File: src/sv/assert_macros.svh
// Assertion macros shared by the depth-first search block.
`ifndef ASSERT_MACROS_SVH
`define ASSERT_MACROS_SVH

// Same-cycle implication, checked on every rising clock edge outside reset.
`define ADFS_ASSERT_IMPLY(lbl, pre, post, msg) \
    lbl: assert property (@(posedge clk) disable iff (!rst_n) (pre) |-> (post)) \
        else $error(msg);

// Next-cycle implication, checked on every rising clock edge outside reset.
`define ADFS_ASSERT_NEXT(lbl, pre, post, msg) \
    lbl: assert property (@(posedge clk) disable iff (!rst_n) (pre) |=> (post)) \
        else $error(msg);

`endif

File: src/sv/adfs_prio.sv
// Lowest-set-bit priority encoder used to pick the next neighbor.
module adfs_prio #(
    parameter int VERTICES = 64,
    parameter int VW       = 6
) (
    input  logic [VERTICES-1:0] cand,
    output logic                found,
    output logic [VW-1:0]       idx
);

    // Scan from the top so the lowest set bit wins
    always_comb
    begin
        idx = '0;
        for (int i = VERTICES - 1; i >= 0; i--)
        begin
            if (cand[i])
            begin
                idx = VW'(i);
            end
        end
    end

    assign found = |cand;

endmodule

File: config.mk
export PLATFORM = sky130hd
export DESIGN_NAME = adfs_prio
export DESIGN_NICKNAME = d
export VERILOG_FILES = /design/src/sv/assert_macros.svh /design/src/sv/adfs_prio.sv
export SDC_FILE = /design/constraint.sdc
export NUM_CORES = 1
export LEC_CHECK = 0
export ABC_AREA = 0
export BUFFER_PORTS_ARGS = -buffer_cell sky130_fd_sc_hd__buf_2
export CELL_PAD_IN_SITES_DETAIL_PLACEMENT = 1
export CELL_PAD_IN_SITES_GLOBAL_PLACEMENT = 2
export CORE_ASPECT_RATIO = 0.7
export CORE_MARGIN = 5
export CORE_UTILIZATION = 19
export DETAILED_ROUTE_END_ITERATION = 10
export PLACE_DENSITY = 0.95
export SLEW_MARGIN = 20
export SYNTH_ARGS = -nofsm -noshare
export SYNTH_HDL_FRONTEND = slang
export SYNTH_SLANG_ARGS = --single-unit
export TNS_END_PERCENT = 10
File: constraint.sdc
create_clock -name vclk -period 2.4
set_input_delay 0.48 -clock vclk [all_inputs]
set_output_delay 0.48 -clock vclk [all_outputs]
set_load 0.02 [all_outputs]
== Word-level counts from Yosys, hierarchy flattened ==
Cells that the tools add are included.

* Input bits: 64
* Bits in registers: 0

* Mux-type cells: 64
* Reductions and logical operators: 1

{| class="wikitable"
|+ Operators with widths
! cell !! number
|-
| 6-bit 2-to-1 mux || 64
|-
| 64-bit OR reduction || 1
|}

== Depth between registers and ports, before layout ==
* Word-level depth: 64
* Gate-level depth with buffers: 5
* Gate-level depth less buffers: 5

== Worst setup path before layout ==
OpenSTA, ideal clock, no wires.

* Kind: in2out
* From: input cand[15]
* To: output idx[5]
* Cell stages on the path: 4
* Slack: -0.078 ns
* Buffers on the path: 0
* Arrival time: 1.998 ns
* Cell sequence: or4_4 -> nor2b_2 -> nand3_1 -> nor4_1

* Longest elaborated chain between the ends: 16

{| class="wikitable"
|+ Ends and longest elaborated chain
! item !! line !! text
|-
| start: declaration || adfs_prio.sv:6 || <nowiki>input logic [VERTICES-1:0] cand,</nowiki>
|-
| 6-bit 2-to-1 mux (16 in a row) || adfs_prio.sv:17 || <nowiki>if (cand[i])</nowiki>
|-
| end: declaration || adfs_prio.sv:8 || <nowiki>output logic [VW-1:0] idx</nowiki>
|}

No other way between the ends.

== Worst setup path in the final report ==
* From: input cand[63]
* To: output found

* Longest elaborated chain between the ends: 1

{| class="wikitable"
|+ Ends and longest elaborated chain
! item !! line !! text
|-
| 64-bit OR reduction || adfs_prio.sv:24 || <nowiki>assign found = |cand;</nowiki>
|-
| end: declaration || adfs_prio.sv:7 || <nowiki>output logic found,</nowiki>
|}

No other way between the ends.

==> flow_summary.json <==
{
  "nets": 297,
  "syn-num-nets": 209,
  "drt_iter0_markers": 32,
  "diodes": 0,
  "die-area_um2": 6157,
  "vias": 1513,
  "gp_congestion": 0.8613,
  "worstSetupPathType": "input pin to primary output",
  "syn_to_final_growth_pct": 73.20,
  "run_status": "finished, violations left",
  "multi_input_area_um2": 917.1,
  "cts_hold_buf": 0,
  "synth_top_area_cell": "nor4_1",
  "core_um2": 4429,
  "worstMarginPinSlew_ps": 447.1,
  "wl_mm": 4.416,
  "synth_seq_area_share": 0,
  "dpl_worst_slack_ps": -145.0,
  "pwr-share-seq": 0,
  "io-pin-count": 71,
  "yosysWarnings": 0,
  "finalCritPeriodShare": 1.001,
  "dp_hpwl_mm": 3.852,
  "cts_setup_buffers": 0,
  "initial_core_util": 0.2003,
  "period_needed_ps": 2403,
  "synthDistinctLibCells": 40,
  "wl_per_cell_um": 15.44,
  "setup_slack_ps": -3.296,
  "drive_above_1_share": 0.4502,
  "synthCells": 145,
  "setup-violations-final": 1,
  "power.share.switching": 0.5302,
  "grt_first_pass_wirelength_mm": 6.831,
  "seq_cells": 0,
  "synthesis.area_um2": 887.1,
  "internal_power_uw": 91.50,
  "arrival_ps": 1920,
  "fill_cells": 598,
  "slew_headroom": 0.6992,
  "antenna_left": 0,
  "peakVddDrop_mv": 0.05133,
  "startpoint_type": "input pin",
  "drc_errors": 0,
  "clock_buffers": 0,
  "rows": 20,
  "slew_viol_final": 0,
  "fmax_ghz": 0.4161,
  "grt_pass1_vias": 1505,
  "portBuffers": 71,
  "firstDrtPassIters": 4,
  "regArea_um2": 0,
  "grt_start_max_net_pins": 6,
  "end_kind": "primary output",
  "antenna_found_initial": 0,
  "clock_power_share": 0,
  "p_per_area_nw_per_um2": 126.8,
  "holdWs_ps": 1385,
  "chipWidth_um": 91.67,
  "die_h_um": 67.17,
  "synth.top_cell.area_share": 0.1128,
  "grt_usage": 0.1307,
  "hp-class": "input pin to primary output",
  "p_comb_frac": 1.000,
  "p_switching_uw": 103.3,
  "finalHoldViolCount": 0,
  "grt_setup_unrepaired": "yes",
  "grt_overflow": 0,
  "cp.required_ps": 1920,
  "synth_area_leaders": "nor4_1 (11%), nor2_1 (8.0%), nor3_1 (6.8%)",
  "syn-mean-instance-area_um2": 6.118,
  "power.leakage_uw": 0.0006407,
  "critical_path.max_fanout": 2,
  "violations": "negative setup slack",
  "drv_cap": 0,
  "avgViaCountPerCell": 5.290
}
worst max-delay path, stage by stage:
cell      delay, ps
buf_6            90
or4_4           540
nor4b_4         290
nand3_2         140
nor2_4          130
nand3b_1        100
buf_6           140
per-stage QoR:
step	cell area, um2	total power, uW	setup TNS (ps)	std cells	utilization
final	1536	194.8	-3.296	286	0.3469
after global routing	1536	212.4	-339.5	286	0.3469
after CTS	1500	187.6	-42.95	286	0.3387
after detailed placement	1430	178.8	-229.8	286	0.3229
after global placement	1430	174.0	-161.8	286	0.3229
after floorplan	893.4	57.09	0	145	-
synth_stat cells, drive strengths merged:
library cell	n
nor2	20
nor4	18
nor3	12
a21oi	10
inv	10
nand2	9
nand3	7
o21ai	7
nor2b	5
or4	5
nand2b	4
o211ai	4
a21boi	3
o21a	3
o21bai	3
o311ai	3
o31ai	3
or3	3
a211oi	2
a31oi	2
a2111oi	1
a221oi	1
and2	1
and3	1
nand3b	1
nor4b	1
o2111ai	1
o211a	1
o311a	1
o31a	1
o41ai	1
or2	1
metal layers:
metal	GRT usage	vias to the layer above	share of wire
met1	0.1898	710	0.48
li1	-	755	-
met4	0	0	0
met5	0	-	0
met2	0.2147	48	0.45
met3	0.02339	0	0.070
logic make-up (layout without fill, tap and decap cells):
family | Yosys count | after routing | share of synthesized area
buffers and inverters | 10 | 96 | 0.04232
AO/OA/AOI/OAI | 47 | 47 | 0.3639
AND/OR/NAND/NOR | 88 | 88 | 0.5938
power groups by stage:
stage                     logic, uW  registers (uW)  clock network, uW
after floorplan                57.1               0                  0
after global placement          174               0                  0
after detailed placement        179               0                  0
after CTS                       188               0                  0
after global routing            212               0                  0
final                           195               0                  0
path summary, 6_finish.rpt:
check	start	end	cells after the start
max	cand[63]	found	7
min	cand[1]	idx[3]	5
layout make-up:
| cell class | instances | area share |
|---|---|---|
| Inverter | 10 | 0.02443 |
| Multi-Input combinational cell | 135 | 0.5969 |
| Timing Repair Buffer | 86 | 0.3339 |
| Tap cell | 55 | 0.04479 |
repair_timing:
| item | in CTS | in global routing |
|---|---|---|
| setup endpoints to repair | 4 | 6 |
| resized for setup | 15 | 7 |
| hold endpoints to repair | 0 | 0 |
| pin swaps | 7 | 6 |
placed cells by master (no fill, tap or decap), drive strengths merged, types with 2 or more instances in the layout:
cell / synthesis / layout
nand3: 7 / 7
nor2b: 5 / 5
or3: 3 / 3
a211oi: 2 / 2
inv: 10 / 10
nor2: 20 / 20
o21a: 3 / 3
a31oi: 2 / 2
a21boi: 3 / 3
nand2: 9 / 9
nor3: 12 / 12
a21oi: 10 / 10
buf: 0 / 86
o211ai: 4 / 4
or4: 5 / 5
o31ai: 3 / 3
o311ai: 3 / 3
o21bai: 3 / 3
o21ai: 7 / 7
nand2b: 4 / 4
nor4: 18 / 18
No activity file was read; power rests on OpenSTA's default activity.
