<file path="src/sv/assert_macros.svh">
// Assertion macros shared by the depth-first search block.
`ifndef ASSERT_MACROS_SVH
`define ASSERT_MACROS_SVH

// Same-cycle implication, checked on every rising clock edge outside reset.
`define ADFS_ASSERT_IMPLY(lbl, pre, post, msg) \
    lbl: assert property (@(posedge clk) disable iff (!rst_n) (pre) |-> (post)) \
        else $error(msg);

// Next-cycle implication, checked on every rising clock edge outside reset.
`define ADFS_ASSERT_NEXT(lbl, pre, post, msg) \
    lbl: assert property (@(posedge clk) disable iff (!rst_n) (pre) |=> (post)) \
        else $error(msg);

`endif

</file>
<file path="src/sv/adfs_stack.sv">
// Walk stack memory holding the vertices of the open levels below the top.
module adfs_stack #(
    parameter int VW = 6
) (
    input  logic          clk,
    input  logic          wr_en,
    input  logic [VW-1:0] waddr,
    input  logic [VW-1:0] wdata,
    input  logic          rd_en,
    input  logic [VW-1:0] raddr,
    output logic [VW-1:0] rdata
);

    localparam int DEPTH = 1 << VW;

    logic [VW-1:0] mem [DEPTH];
    logic [VW-1:0] rdata_reg;

    // Push writes one entry, pop reads one entry into a register
    always_ff @(posedge clk)
    begin
        if (wr_en)
        begin
            mem[waddr] <= wdata;
        end
        if (rd_en)
        begin
            rdata_reg <= mem[raddr];
        end
    end

    assign rdata = rdata_reg;

endmodule

</file>
<file path="config.mk">
export PLATFORM = sky130hd
export DESIGN_NAME = adfs_stack
export DESIGN_NICKNAME = d
export VERILOG_FILES = /design/src/sv/assert_macros.svh /design/src/sv/adfs_stack.sv
export SDC_FILE = /design/constraint.sdc
export NUM_CORES = 1
export LEC_CHECK = 0
export ABC_AREA = 1
export BUFFER_PORTS_ARGS = -buffer_cell sky130_fd_sc_hd__clkbuf_2
export CAP_MARGIN = 0
export CORE_AREA = 3 3 207 209
export CTS_BUF_LIST = sky130_fd_sc_hd__clkbuf_4 sky130_fd_sc_hd__clkbuf_8 sky130_fd_sc_hd__clkbuf_16
export DETAILED_ROUTE_END_ITERATION = 16
export DIE_AREA = 0 0 210 212
export GPL_TIMING_DRIVEN = 1
export PLACE_DENSITY_LB_ADDON = 0.12
export SETUP_SLACK_MARGIN = 0.5
export SYNTH_ARGS = -nofsm -noshare
export SYNTH_HDL_FRONTEND = slang
export SYNTH_SLANG_ARGS = --single-unit
</file>
<file path="constraint.sdc">
create_clock -name clk -period 2.46 [get_ports clk]
set_input_delay 0 -clock clk [delete_from_list [all_inputs] [get_ports clk]]
set_output_delay 0 -clock clk [all_outputs]
set_load 0.02 [all_outputs]
</file>
Yosys cells after proc, flatten, opt, wreduce, memory -nomap -nowiden:

Memory sizes are Yosys's and may differ from the RTL's. A register that Yosys moved wholly into a read port is not among the register bits.
Cells that the tools add are included.

* memories: 1
* output and inout bits: 6
* memory bits (read-only): 0
* input bits: 21
* bits in registers: 0
* bits in writable memories: 384
* logic and storage cells: 3
* bits in latches: 0

Memory list
* mem: depth 64, width 6, read ports 1, clocked after memory_dff 1, write ports 1, line adfs_stack.sv:16 `logic [VW-1:0] mem [DEPTH];`

* bitwise gates (word level): 0
* reduce and logical (&&, ||, !) cells: 0
* add/subtract/negate cells: 0
* multiplexer cells: 2
* multipliers: 0
* divide/modulo/power cells: 0
* equal/unequal tests: 0
* shifts and indexed selects: 0
* $lt $le $gt $ge: 0

Operator list (number)
* $mux W1: 2

Logic depth before layout (Yosys ltp):

* depth after elaboration: 2
* mapped depth: 11

Least setup slack after synthesis:

No wires, ideal clock.

* kind: input to register
* start point: in wr_en
* end point: mem mem[48][0], enable pin
* buffers on the path: 1
* cell stages on the path: 3
* slack: 891 ps
* library setup time: 386 ps
* data required time: 2074 ps
* data arrival time: 1183 ps
* path through: clkbuf_1 > nand4_1 > nor4_1

* longest elaborated chain between the ends: 2

Ends and longest elaborated chain
* start, declared: line adfs_stack.sv:6 `input logic wr_en,`
* $mux W1: line adfs_stack.sv:22 `if (wr_en)`
* $mux W1 (implied by the code): line adfs_stack.sv:24 `mem[waddr] <= wdata;`
* end, declared: line adfs_stack.sv:16

No other way between the ends.

==> flow_metrics.py <==
metrics = {
    "sta": {
        "fmax_mhz": 666,
        "clock_skew_ps": 24.0,
        "hold_viol_final": 0,
        "rsz0062_at_grt": "no",
        "slew_viol_final": 0,
        "setup_violations": 0,
        "post-route-min-period_ps": 1500,
        "worst_pin_slew_ps": 847,
        "slew-limit-headroom_pct": 43.4,
        "min_period_over_period_pct": 61.1,
        "setup_tns_ps": 0,
    },
    "detailed_routing": {
        "routedWlPerCell_um": 21.5,
        "drt-total-wl_um": 43400,
        "drtAntennaViolNets": 0,
        "drc_errors": 0,
        "first_iter_violations": 823,
        "vias": 10500,
        "dr.pass1.iters": 6,
        "vias_per_cell": 5.21,
    },
    "clocking": {
        "cts_buffers": 42,
        "clk_pin_slew_ps": 60,
        "cts_sinks": 390,
        "cts_tree": "done",
        "root_buffer": "clkbuf_16",
        "clk_latency_ps": 550,
        "hold_buffers": 3,
        "postCtsSetupRepairBufs": 0,
        "htree_levels": 2,
        "cts_resized": 0,
        "clock_path_buffers": 3,
    },
    "power_and_ir_drop": {
        "netSwitchingPower_uw": 3230,
        "p_per_area_nw_per_um2": 773,
        "swShare_pct": 22.5,
        "p_clk_share_pct": 42.1,
        "p_int_uw": 11100,
        "peakVddDrop_mv": 0.407,
        "combPwrFrac_pct": 6.4,
        "power_uw": 14400,
        "leakagePower_uw": 0.00680,
        "p_seq_share_pct": 51.5,
    },
    "global_route": {
        "grt_max_degree": 115,
        "grt_usage_pct": 19.6,
        "grt_pass1_wl_um": 65900,
        "overflow": 0,
        "grt_pass1_vias": 10400,
        "antenna_found_initial": 2,
    },
    "floorplan": {
        "start_util_pct": 39.0,
        "die_x_um": 210,
        "die_y_um": 212,
        "row_count": 74,
        "dieArea_sq_um": 44500,
        "boundaryPins": 27,
        "core_sq_um": 41000,
    },
    "synth": {
        "yosysTopAreaCell": "edfxtp_1",
        "syn_nets": 1397,
        "syn_avg_cell_area_sq_um": 11.6,
        "yosysWarnings": 0,
        "synth_area_leaders": "edfxtp_1 73%, nand2_1 11%, nand3_1 10%, buf_2 1.3%, nor2_1 1.3%",
        "synth_top_area_share_pct": 73.2,
        "syn_inst": 1376,
        "syn_area_sq_um": 16000,
        "yosysSeqAreaShare_pct": 73.2,
        "ys_types": 13,
        "synth-seq-cells": 390,
    },
    "final_layout": {
        "final_cell_mix": "486 x nand2_1, 390 x edfxtp_1, 331 x nand3_1",
        "area_growth_pct": 16.1,
        "antennaDiodeCount": 0,
        "final_common_cell": "nand2_1",
        "drive_above_1_share_pct": 12.4,
        "nets": 1483,
        "largest_register_ffs": 384,
    },
    "critical_path": {
        "r2r_slack_ps": 960,
        "cp-start-kind": "flip-flop",
        "cp.arrival_ps": 1800,
        "path_class": "reg -> reg",
        "rr_startpoint": "mem[19][3]",
        "crit_chain": "nand2_1 > nand3_1 > nand3_1 > nand2_1 > nand2_1 > nand3_1 > nand3_1 > nand2_1",
        "crit_family": "simple AND/OR/NAND/NOR gates",
        "cp.required_ps": 2760,
        "critPathMaxFanout": 1,
        "critPathBufInv": 0,
        "max_stage_delay_ps": 360,
        "rr_endpoint": "rdata[3]",
        "worst_path_max_delay_cell": "edfxtp_1",
        "reg2regPathDepth": 8,
        "setup.worst_path.end_class": "flip-flop",
    },
    "min_path": {
        "min_delay_path_depth": 3,
        "hold-path-endpoint": "mem[50][4]",
        "hp-class": "in -> reg",
        "min_from": "waddr[2]",
    },
    "place": {
        "dp_hpwl_um": 26000,
        "place_congestion": 0.820,
        "port_buffers": 26,
    },
    "flow_run": {
        "drv_cap": 0,
    },
    "outcome": {
        "status": "completed",
    },
}
==> power groups by stage <==
stage / clock network (uW) / registers [uW] / logic, uW
floorplan: 0 / 7530 / 489
global placement: 0 / 7530 / 928
detailed placement: 0 / 7530 / 924
CTS: 6140 / 7390 / 930
global route: 6440 / 7390 / 1010
finish: 6050 / 7390 / 916
==> metal layers <==
| layer | GRT usage [%] | vias to the layer above | part of all wire, % |
|---|---|---|---|
| met5 | 0 | - | 0.067 |
| met4 | 4.72 | 4 | 1.8 |
| met3 | 3.35 | 55 | 6.0 |
| met2 | 31.0 | 288 | 46 |
| met1 | 28.5 | 5170 | 47 |
| li1 | - | 5019 | - |
==> area by class of cell <==
type | count | area (sq um)
Tap cell | 532 | 666
Timing Repair Buffer | 126 | 1030
Multi-Input combinational cell | 890 | 3800
Clock inverter | 24 | 199
Inverter | 12 | 50.0
Clock buffer | 49 | 1100
Sequential cell | 390 | 11700
Fill cell | 3811 | 22500
==> logic make-up (layout without fill, tap and decap cells) <==
family        after synthesis  in the layout  share of synthesized area (%)
simple gates              890            890                           23.7
flops                     390            390                           73.2
buf+inv                    96            211                           3.01
==> worst max-delay path by stage <==
stage / from / endpoint / slack, ps / cells after the start
final: mem[19][3] / rdata[3] / 960 / 8
after global routing: mem[3][1] / rdata[1] / 870 / 8
after CTS: mem[19][3] / rdata[3] / 980 / 8
after detailed placement: raddr[0] / rdata[5] / 520 / 11
after global placement: raddr[0] / rdata[3] / 520 / 11
after floorplan: wr_en / mem[48][0] / 890 / 3
==> cell usage after synthesis <==
library cell and instances:
inv_2 2, buf_4 16, nor2_1 56, buf_2 43, clkbuf_1 15, nand4_1 9, nand2_1 486, nand3_1 331
inv_1 10, edfxtp_1 390, nor4_1 8, buf_1 9, buf_6 1
==> stage by stage <==
| stage | hold slack, ps | worst slack, ps | instance area [sq um] | utilization [%] | std cells |
|---|---|---|---|---|---|
| after floorplan | 98.9 | 891 | 16000 | - | 1376 |
| after global placement | 409 | 521 | 17200 | 42.0 | 1947 |
| after detailed placement | 396 | 517 | 17200 | 42.0 | 1947 |
| after CTS | 33.6 | 984 | 18600 | 45.3 | 2023 |
| after global routing | 75.3 | 872 | 18600 | 45.3 | 2023 |
| final | 55.6 | 958 | 18600 | 45.3 | 2023 |
==> worst register-to-register path: stages, from the launching register on <==
cell and delay, ps:
edfxtp_1 360, nand2_1 70, nand3_1 80, nand3_1 190, nand2_1 130, nand2_1 80, nand3_1 130, nand3_1 160
nand2_1 70
No activity file was read; power rests on OpenSTA's default activity.
