===== config.mk =====
export PLATFORM = sky130hd
export DESIGN_NAME = adfs_matrix
export DESIGN_NICKNAME = d
export VERILOG_FILES = /design/src/sv/assert_macros.svh /design/src/sv/adfs_pkg.sv /design/src/sv/adfs_matrix.sv
export SDC_FILE = /design/constraint.sdc
export NUM_CORES = 2
export LEC_CHECK = 0
export BUFFER_PORTS_ARGS = -buffer_cell sky130_fd_sc_hd__buf_2
export CAP_MARGIN = 0
export CORE_MARGIN = 5
export CORE_UTILIZATION = 40
export CTS_CLUSTER_DIAMETER = 150
export CTS_CLUSTER_SIZE = 16
export DETAILED_ROUTE_END_ITERATION = 16
export MAX_ROUTING_LAYER = met4
export PLACE_DENSITY = 0.56
export SLEW_MARGIN = 15
export SYNTH_ARGS = -nofsm -noshare
export SYNTH_HDL_FRONTEND = slang
export SYNTH_SLANG_ARGS = --single-unit
export TNS_END_PERCENT = 10

===== constraint.sdc =====
create_clock -name clk -period 2.4 [get_ports clk]
set_input_delay 0.12 -clock clk [delete_from_list [all_inputs] [get_ports clk]]
set_output_delay 0.12 -clock clk [all_outputs]
set_load 0.01 [all_outputs]

===== src/sv/assert_macros.svh =====
// Assertion macros shared by the depth-first search block.
`ifndef ASSERT_MACROS_SVH
`define ASSERT_MACROS_SVH

// Same-cycle implication, checked on every rising clock edge outside reset.
`define ADFS_ASSERT_IMPLY(lbl, pre, post, msg) \
    lbl: assert property (@(posedge clk) disable iff (!rst_n) (pre) |-> (post)) \
        else $error(msg);

// Next-cycle implication, checked on every rising clock edge outside reset.
`define ADFS_ASSERT_NEXT(lbl, pre, post, msg) \
    lbl: assert property (@(posedge clk) disable iff (!rst_n) (pre) |=> (post)) \
        else $error(msg);

`endif


===== src/sv/adfs_pkg.sv =====
// Shared widths, request kind codes and the adjacency memory control group.
package adfs_pkg;

    localparam int KIND_W   = 2;
    localparam int VERTEX_W = 6;
    localparam int COUNT_W  = 7;

    // Request kind codes
    typedef enum logic [KIND_W-1:0] {
        KIND_ADD      = 2'd0,
        KIND_SEARCH   = 2'd1,
        KIND_CLEAR    = 2'd2,
        KIND_RESERVED = 2'd3
    } kind_t;

    // Control group from the sequencer to the adjacency memory
    typedef struct packed {
        logic rd_en;
        logic wr_en;
        logic clear;
    } adfs_mat_ctl_t;

endpackage


===== src/sv/adfs_matrix.sv =====
// Adjacency row memory with per-row valid bits and a registered read port.
module adfs_matrix #(
    parameter int VERTICES = 64,
    parameter int VW       = 6
) (
    input  logic                    clk,
    input  logic                    rst_n,
    input  adfs_pkg::adfs_mat_ctl_t ctl,
    input  logic [VW-1:0]           raddr,
    input  logic [VW-1:0]           waddr,
    input  logic [VERTICES-1:0]     wdata,
    output logic [VERTICES-1:0]     row
);
    import adfs_pkg::*;

    logic [VERTICES-1:0] mem [VERTICES];
    logic [VERTICES-1:0] row_valid_reg;
    logic [VERTICES-1:0] rdata_reg;
    logic                rvalid_reg;

    // Track which rows hold data; clear drops every row at once
    always_ff @(posedge clk or negedge rst_n)
    begin
        if (!rst_n)
        begin
            row_valid_reg <= '0;
            rvalid_reg    <= 1'b0;
        end
        else
        begin
            if (ctl.clear)
            begin
                row_valid_reg <= '0;
            end
            else if (ctl.wr_en)
            begin
                row_valid_reg[waddr] <= 1'b1;
            end
            if (ctl.rd_en)
            begin
                rvalid_reg <= row_valid_reg[raddr];
            end
        end
    end

    // Write and read the row array
    always_ff @(posedge clk)
    begin
        if (ctl.wr_en)
        begin
            mem[waddr] <= wdata;
        end
        if (ctl.rd_en)
        begin
            rdata_reg <= mem[raddr];
        end
    end

    // A row never written since the last clear reads as empty
    assign row = rvalid_reg ? rdata_reg : '0;

endmodule


# Word-level counts from Yosys, hierarchy flattened
# Memories as Yosys holds them, arrays and structs flattened. A register that Yosys moved wholly into a read port is not among the register bits.
# Index checks and enable logic that the tools add are counted.
word_totals:
  reg_bits: 65
  mem_bits_rw: 4096
  inputBits: 81
  output_inout_bits: 64
  mem_count: 1
memory_table:
  columns: ["memory", "words", "word_bits", "rd", "rd_clocked_by_memory_dff", "write_ports", "line", "rtl"]
  rows:
  - ["mem", 64, 64, 1, 1, 1, "adfs_matrix.sv:16", "logic [VERTICES-1:0] mem [VERTICES];"]
op_classes:
  order_cmp: 3
  n_mux: 9
  bitwise: 1
  n_reduce_logical: 2
op_table:
  columns: ["op", "count"]
  rows:
  - ["$mux 64", 3]
  - ["$or 64x64->64", 1]
  - ["$lt 6x7->1 const B", 2]
  - ["$bmux 1 s6", 1]
  - ["$demux 1 s6", 1]
  - ["$ge 6x1->1 const B", 1]
  - ["$mux 1", 4]
  - ["$reduce_bool 2->1", 1]
  - ["$logic_and 1x1->1", 1]

# Logic depth before layout (Yosys ltp)
logic_depth:
  depth_word: 7
  depth_mapped: 9
  ltp_nobuf: 5

# Worst setup path before layout
# No wires, ideal clock.
synth_path:
  kind: "in2reg"
  from: "input waddr[5]"
  to: "memory mem[48][0], enable pin"
  arrival_time_ps: 6870
  t_required_ps: 1753
  slack_ps: -5117
  path_stages: 4
  path_buffers: 1
  path_cell_list: "clkbuf_1 -> nand3_1 -> or2_2 -> nor4_1"
synth_rtl:
  columns: ["element", "line", "rtl"]
  rows:
  - ["from (decl)", "adfs_matrix.sv:10", "input logic [VW-1:0] waddr,"]
  - ["to (decl)", "adfs_matrix.sv:16", null]
# No word-level cell before the write port.

==> out/qor.yml <==
routing:
  vias: 75900
  drc: 0
  first_iter_violations: 11200
  vias_per_cell: 6.03
  detail_route.wl_per_cell_um: 36.7
  drtPass1Iterations: 6
  ant_nets: 0
  drt_wl_total_um: 463000
min_path:
  hold_start: "wdata[54]"
  min_to: "mem[25][54]"
  hold_path_class: "in -> reg"
  holdPathStages: 2
job:
  drv_cap: 0
critical_path:
  r2r_slack_ns: 0.15
  slowest_stage: "mux4_2"
  crit_cells: 4
  required_ns: 3.03
  crit_buf_inv: 0
  rr_startpoint: "mem[45][23]"
  cp_slowest_stage_delay_ns: 0.49
  start_kind: "flip-flop"
  timing.critical_path.fanout_max: 1
  worst-endpoint-arrival_ns: 2.88
  rr_endpoint: "rdata_reg[23]"
  reg2reg_depth: 4
  crit_top_cell: "mux4_2"
  cp-end-kind: "flip-flop"
  critPathKind: "reg -> reg"
  path_delay_family: "multiplexers"
  cp_cell_sequence: "mux4_2 -> mux4_2 -> a22oi_1 -> nand2_1"
synth:
  synth.cells.most_frequent: "4160 x edfxtp_1, 1289 x mux4_2, 206 x clkbuf_1, 188 x nor2_1, 132 x a22oi_1"
  syn_area_sq_um: 160000
  netlist_top_cells_area: "edfxtp_1 78%, mux4_2 18%, dfrtp_1 1.0%, a22oi_1 0.62%, clkbuf_1 0.48%"
  synth-seq-cells: 4225
  synth_warnings: 0
  synth.most_common_cell: "edfxtp_1"
  synth.avg_cell_area_sq_um: 25.1
  seq_area_frac_synth_pct: 79.1
  async_reset_ff_share_pct: 1.54
  ys.flop_type: "edfxtp_1"
  synth_cell_types: 30
  yosys.area.top_type_share_pct: 78.1
  synth_top_cell_by_area: "edfxtp_1"
  synth_enable_flop_cells: 4160
  synthCells: 6382
  synthesis.nets: 6463
global_route:
  grt_start_max_net_pins: 65
  grt_usage_pct: 22.8
  grt_pass1_vias: 77200
  antenna_found_initial: 38
  grt_pass1_wl_um: 640000
  grt_overflow_total: 0
clocking:
  clockBufferDepth: 4
  cts_resized: 0
  clk_latency_ns: 0.94
  cts.htree.levels: 5
  cts.clk_slew.worst_paths_ns: 0.07
  cts_tree: "built"
  numClockSinks: 4225
  clockRootBuffer: "clkbuf_16"
  cts_buffers: 302
power_and_ir_drop:
  clkPwrFrac_pct: 34.6
  power_density_nw_per_um2: 741
  vdd_drop_max_mv: 0.524
  seq_power_share_pct: 59.7
  p_int_mw: 108
  total_power_mw: 137
  p_leak_nw: 57.4
  p_switching_mw: 28.7
  switching_share_pct: 20.9
  p_comb_share_pct: 5.7
timing:
  worstMarginPinSlew_ns: 1.17
  fin_skew_ns: 0.0612
  drv_slew: 0
  hold_viol_final: 0
  finalCriticalPeriod_ns: 2.25
  max-slew-margin-rel_pct: 22.2
  fin_crit_sh_pct: 93.9
  max_freq_mhz: 444
  setup_viol: 0
  rsz0062_at_grt: "false"
die:
  die-height_um: 642
  rows: 232
  die_area_sq_um: 412000
  start_util_pct: 40.1
  fp.dieW_um: 642
  core_sq_um: 399000
  ios: 145
finish:
  area.growth.synth_to_final_pct: 15.7
  fin_area_sq_um: 185000
  final_layout_size_suffix_gt1_share_pct: 34.5
  final_nets: 7343
  largest_register_ffs: 4096
  post-route-util_pct: 46.4
  stdcell_count: 12600
placed_design:
  portBuffers: 144
  place_inst: 12100
  placed_area_sq_um: 176000
  dp_hpwl_um: 269000
  gp_congestion: 0.783
outcome:
  status: "finished clean"
area by class of cell:
class / instances / area, sq um
Clock buffer: 334 / 7890
Tap cell: 5265 / 6590
Sequential cell: 4225 / 127000
Multi-Input combinational cell: 1813 / 32400
Fill cell: 32400 / 214000
Clock inverter: 16 / 203
Antenna cell: 18 / 45.0
Inverter: 2 / 7.51
Timing Repair Buffer: 918 / 11300
worst max path at each step:
stage / start / end
6_report: mem[45][23] / rdata_reg[23]
5_1_grt: rvalid_reg / row[10]
4_1_cts: rvalid_reg / row[10]
3_5_place_dp: raddr[0] / rdata_reg[41]
3_3_place_gp: raddr[0] / rdata_reg[50]
2_1_floorplan: waddr[5] / mem[48][0]
stage by stage:
step	hold WS, ns	setup TNS, ns	worst slack (ns)
2_1_floorplan	-0.176	-2091.98	-0.833
3_3_place_gp	0.196	-16.67	-0.595
3_5_place_dp	0.233	-16.69	-0.587
4_1_cts	0.0980	0	0.0607
5_1_grt	0.169	0	0.0758
6_report	0.159	0	0.147
worst register-to-register path: stages (launching register included):
cell and delay (ns):
edfxtp_1 0.40, mux4_2 0.49, mux4_2 0.49, a22oi_1 0.40, nand2_1 0.19
metal layers:
layer / global-route usage (%) / vias to the layer above / routed length, um
met3: 3.53 / 532 / 37700
li1: - / 29300 / -
met1: 31.6 / 42600 / 187000
met4: 4.06 / 0 / 8930
met5: - / - / 0
met2: 36.5 / 3550 / 229000
power groups by stage:
stage / Combinational, mW / Sequential, mW / Clock [mW]
6_report: 7.86 / 81.9 / 47.4
2_1_floorplan: 4.07 / 83.4 / 0
3_3_place_gp: 7.63 / 83.5 / 0
4_1_cts: 7.95 / 81.9 / 48.4
3_5_place_dp: 7.76 / 83.6 / 0
5_1_grt: 8.32 / 81.9 / 51.2
cells in the final DEF (no fill, tap or decap), types with 64 or more instances in the layout:
cell type,synthesis,final
dlygate4sd3_1,0,87
buf_4,2,327
edfxtp_1,4160,4160
clkbuf_16,0,312
mux4_2,1289,1289
nor2_1,188,128
dfrtp_1,65,64
nand2_1,74,73
and2_1,66,65
buf_12,0,361
buf_2,111,139
a22oi_1,132,132
logic make-up (layout without fill, tap and decap cells):
logic type	after synthesis	after routing	share of synthesized area [%]
flip-flops	4225	4225	79.1
buffers and inverters	344	1270	0.913
AND/OR/NAND/NOR	360	360	0.990
AO/OA/AOI/OAI	144	144	0.672
other	0	18	0
multiplexers	1309	1309	18.3
repair_timing:
| item | 4_1_cts | 5_1_grt |
|---|---|---|
| hold buffers | 88 | 0 |
| setup endpoints to repair | 50 | 0 |
| setup buffers | 3 | 0 |
| hold endpoints to repair | 4357 | 0 |
Note: power is estimated with default switching activity, not from simulation.
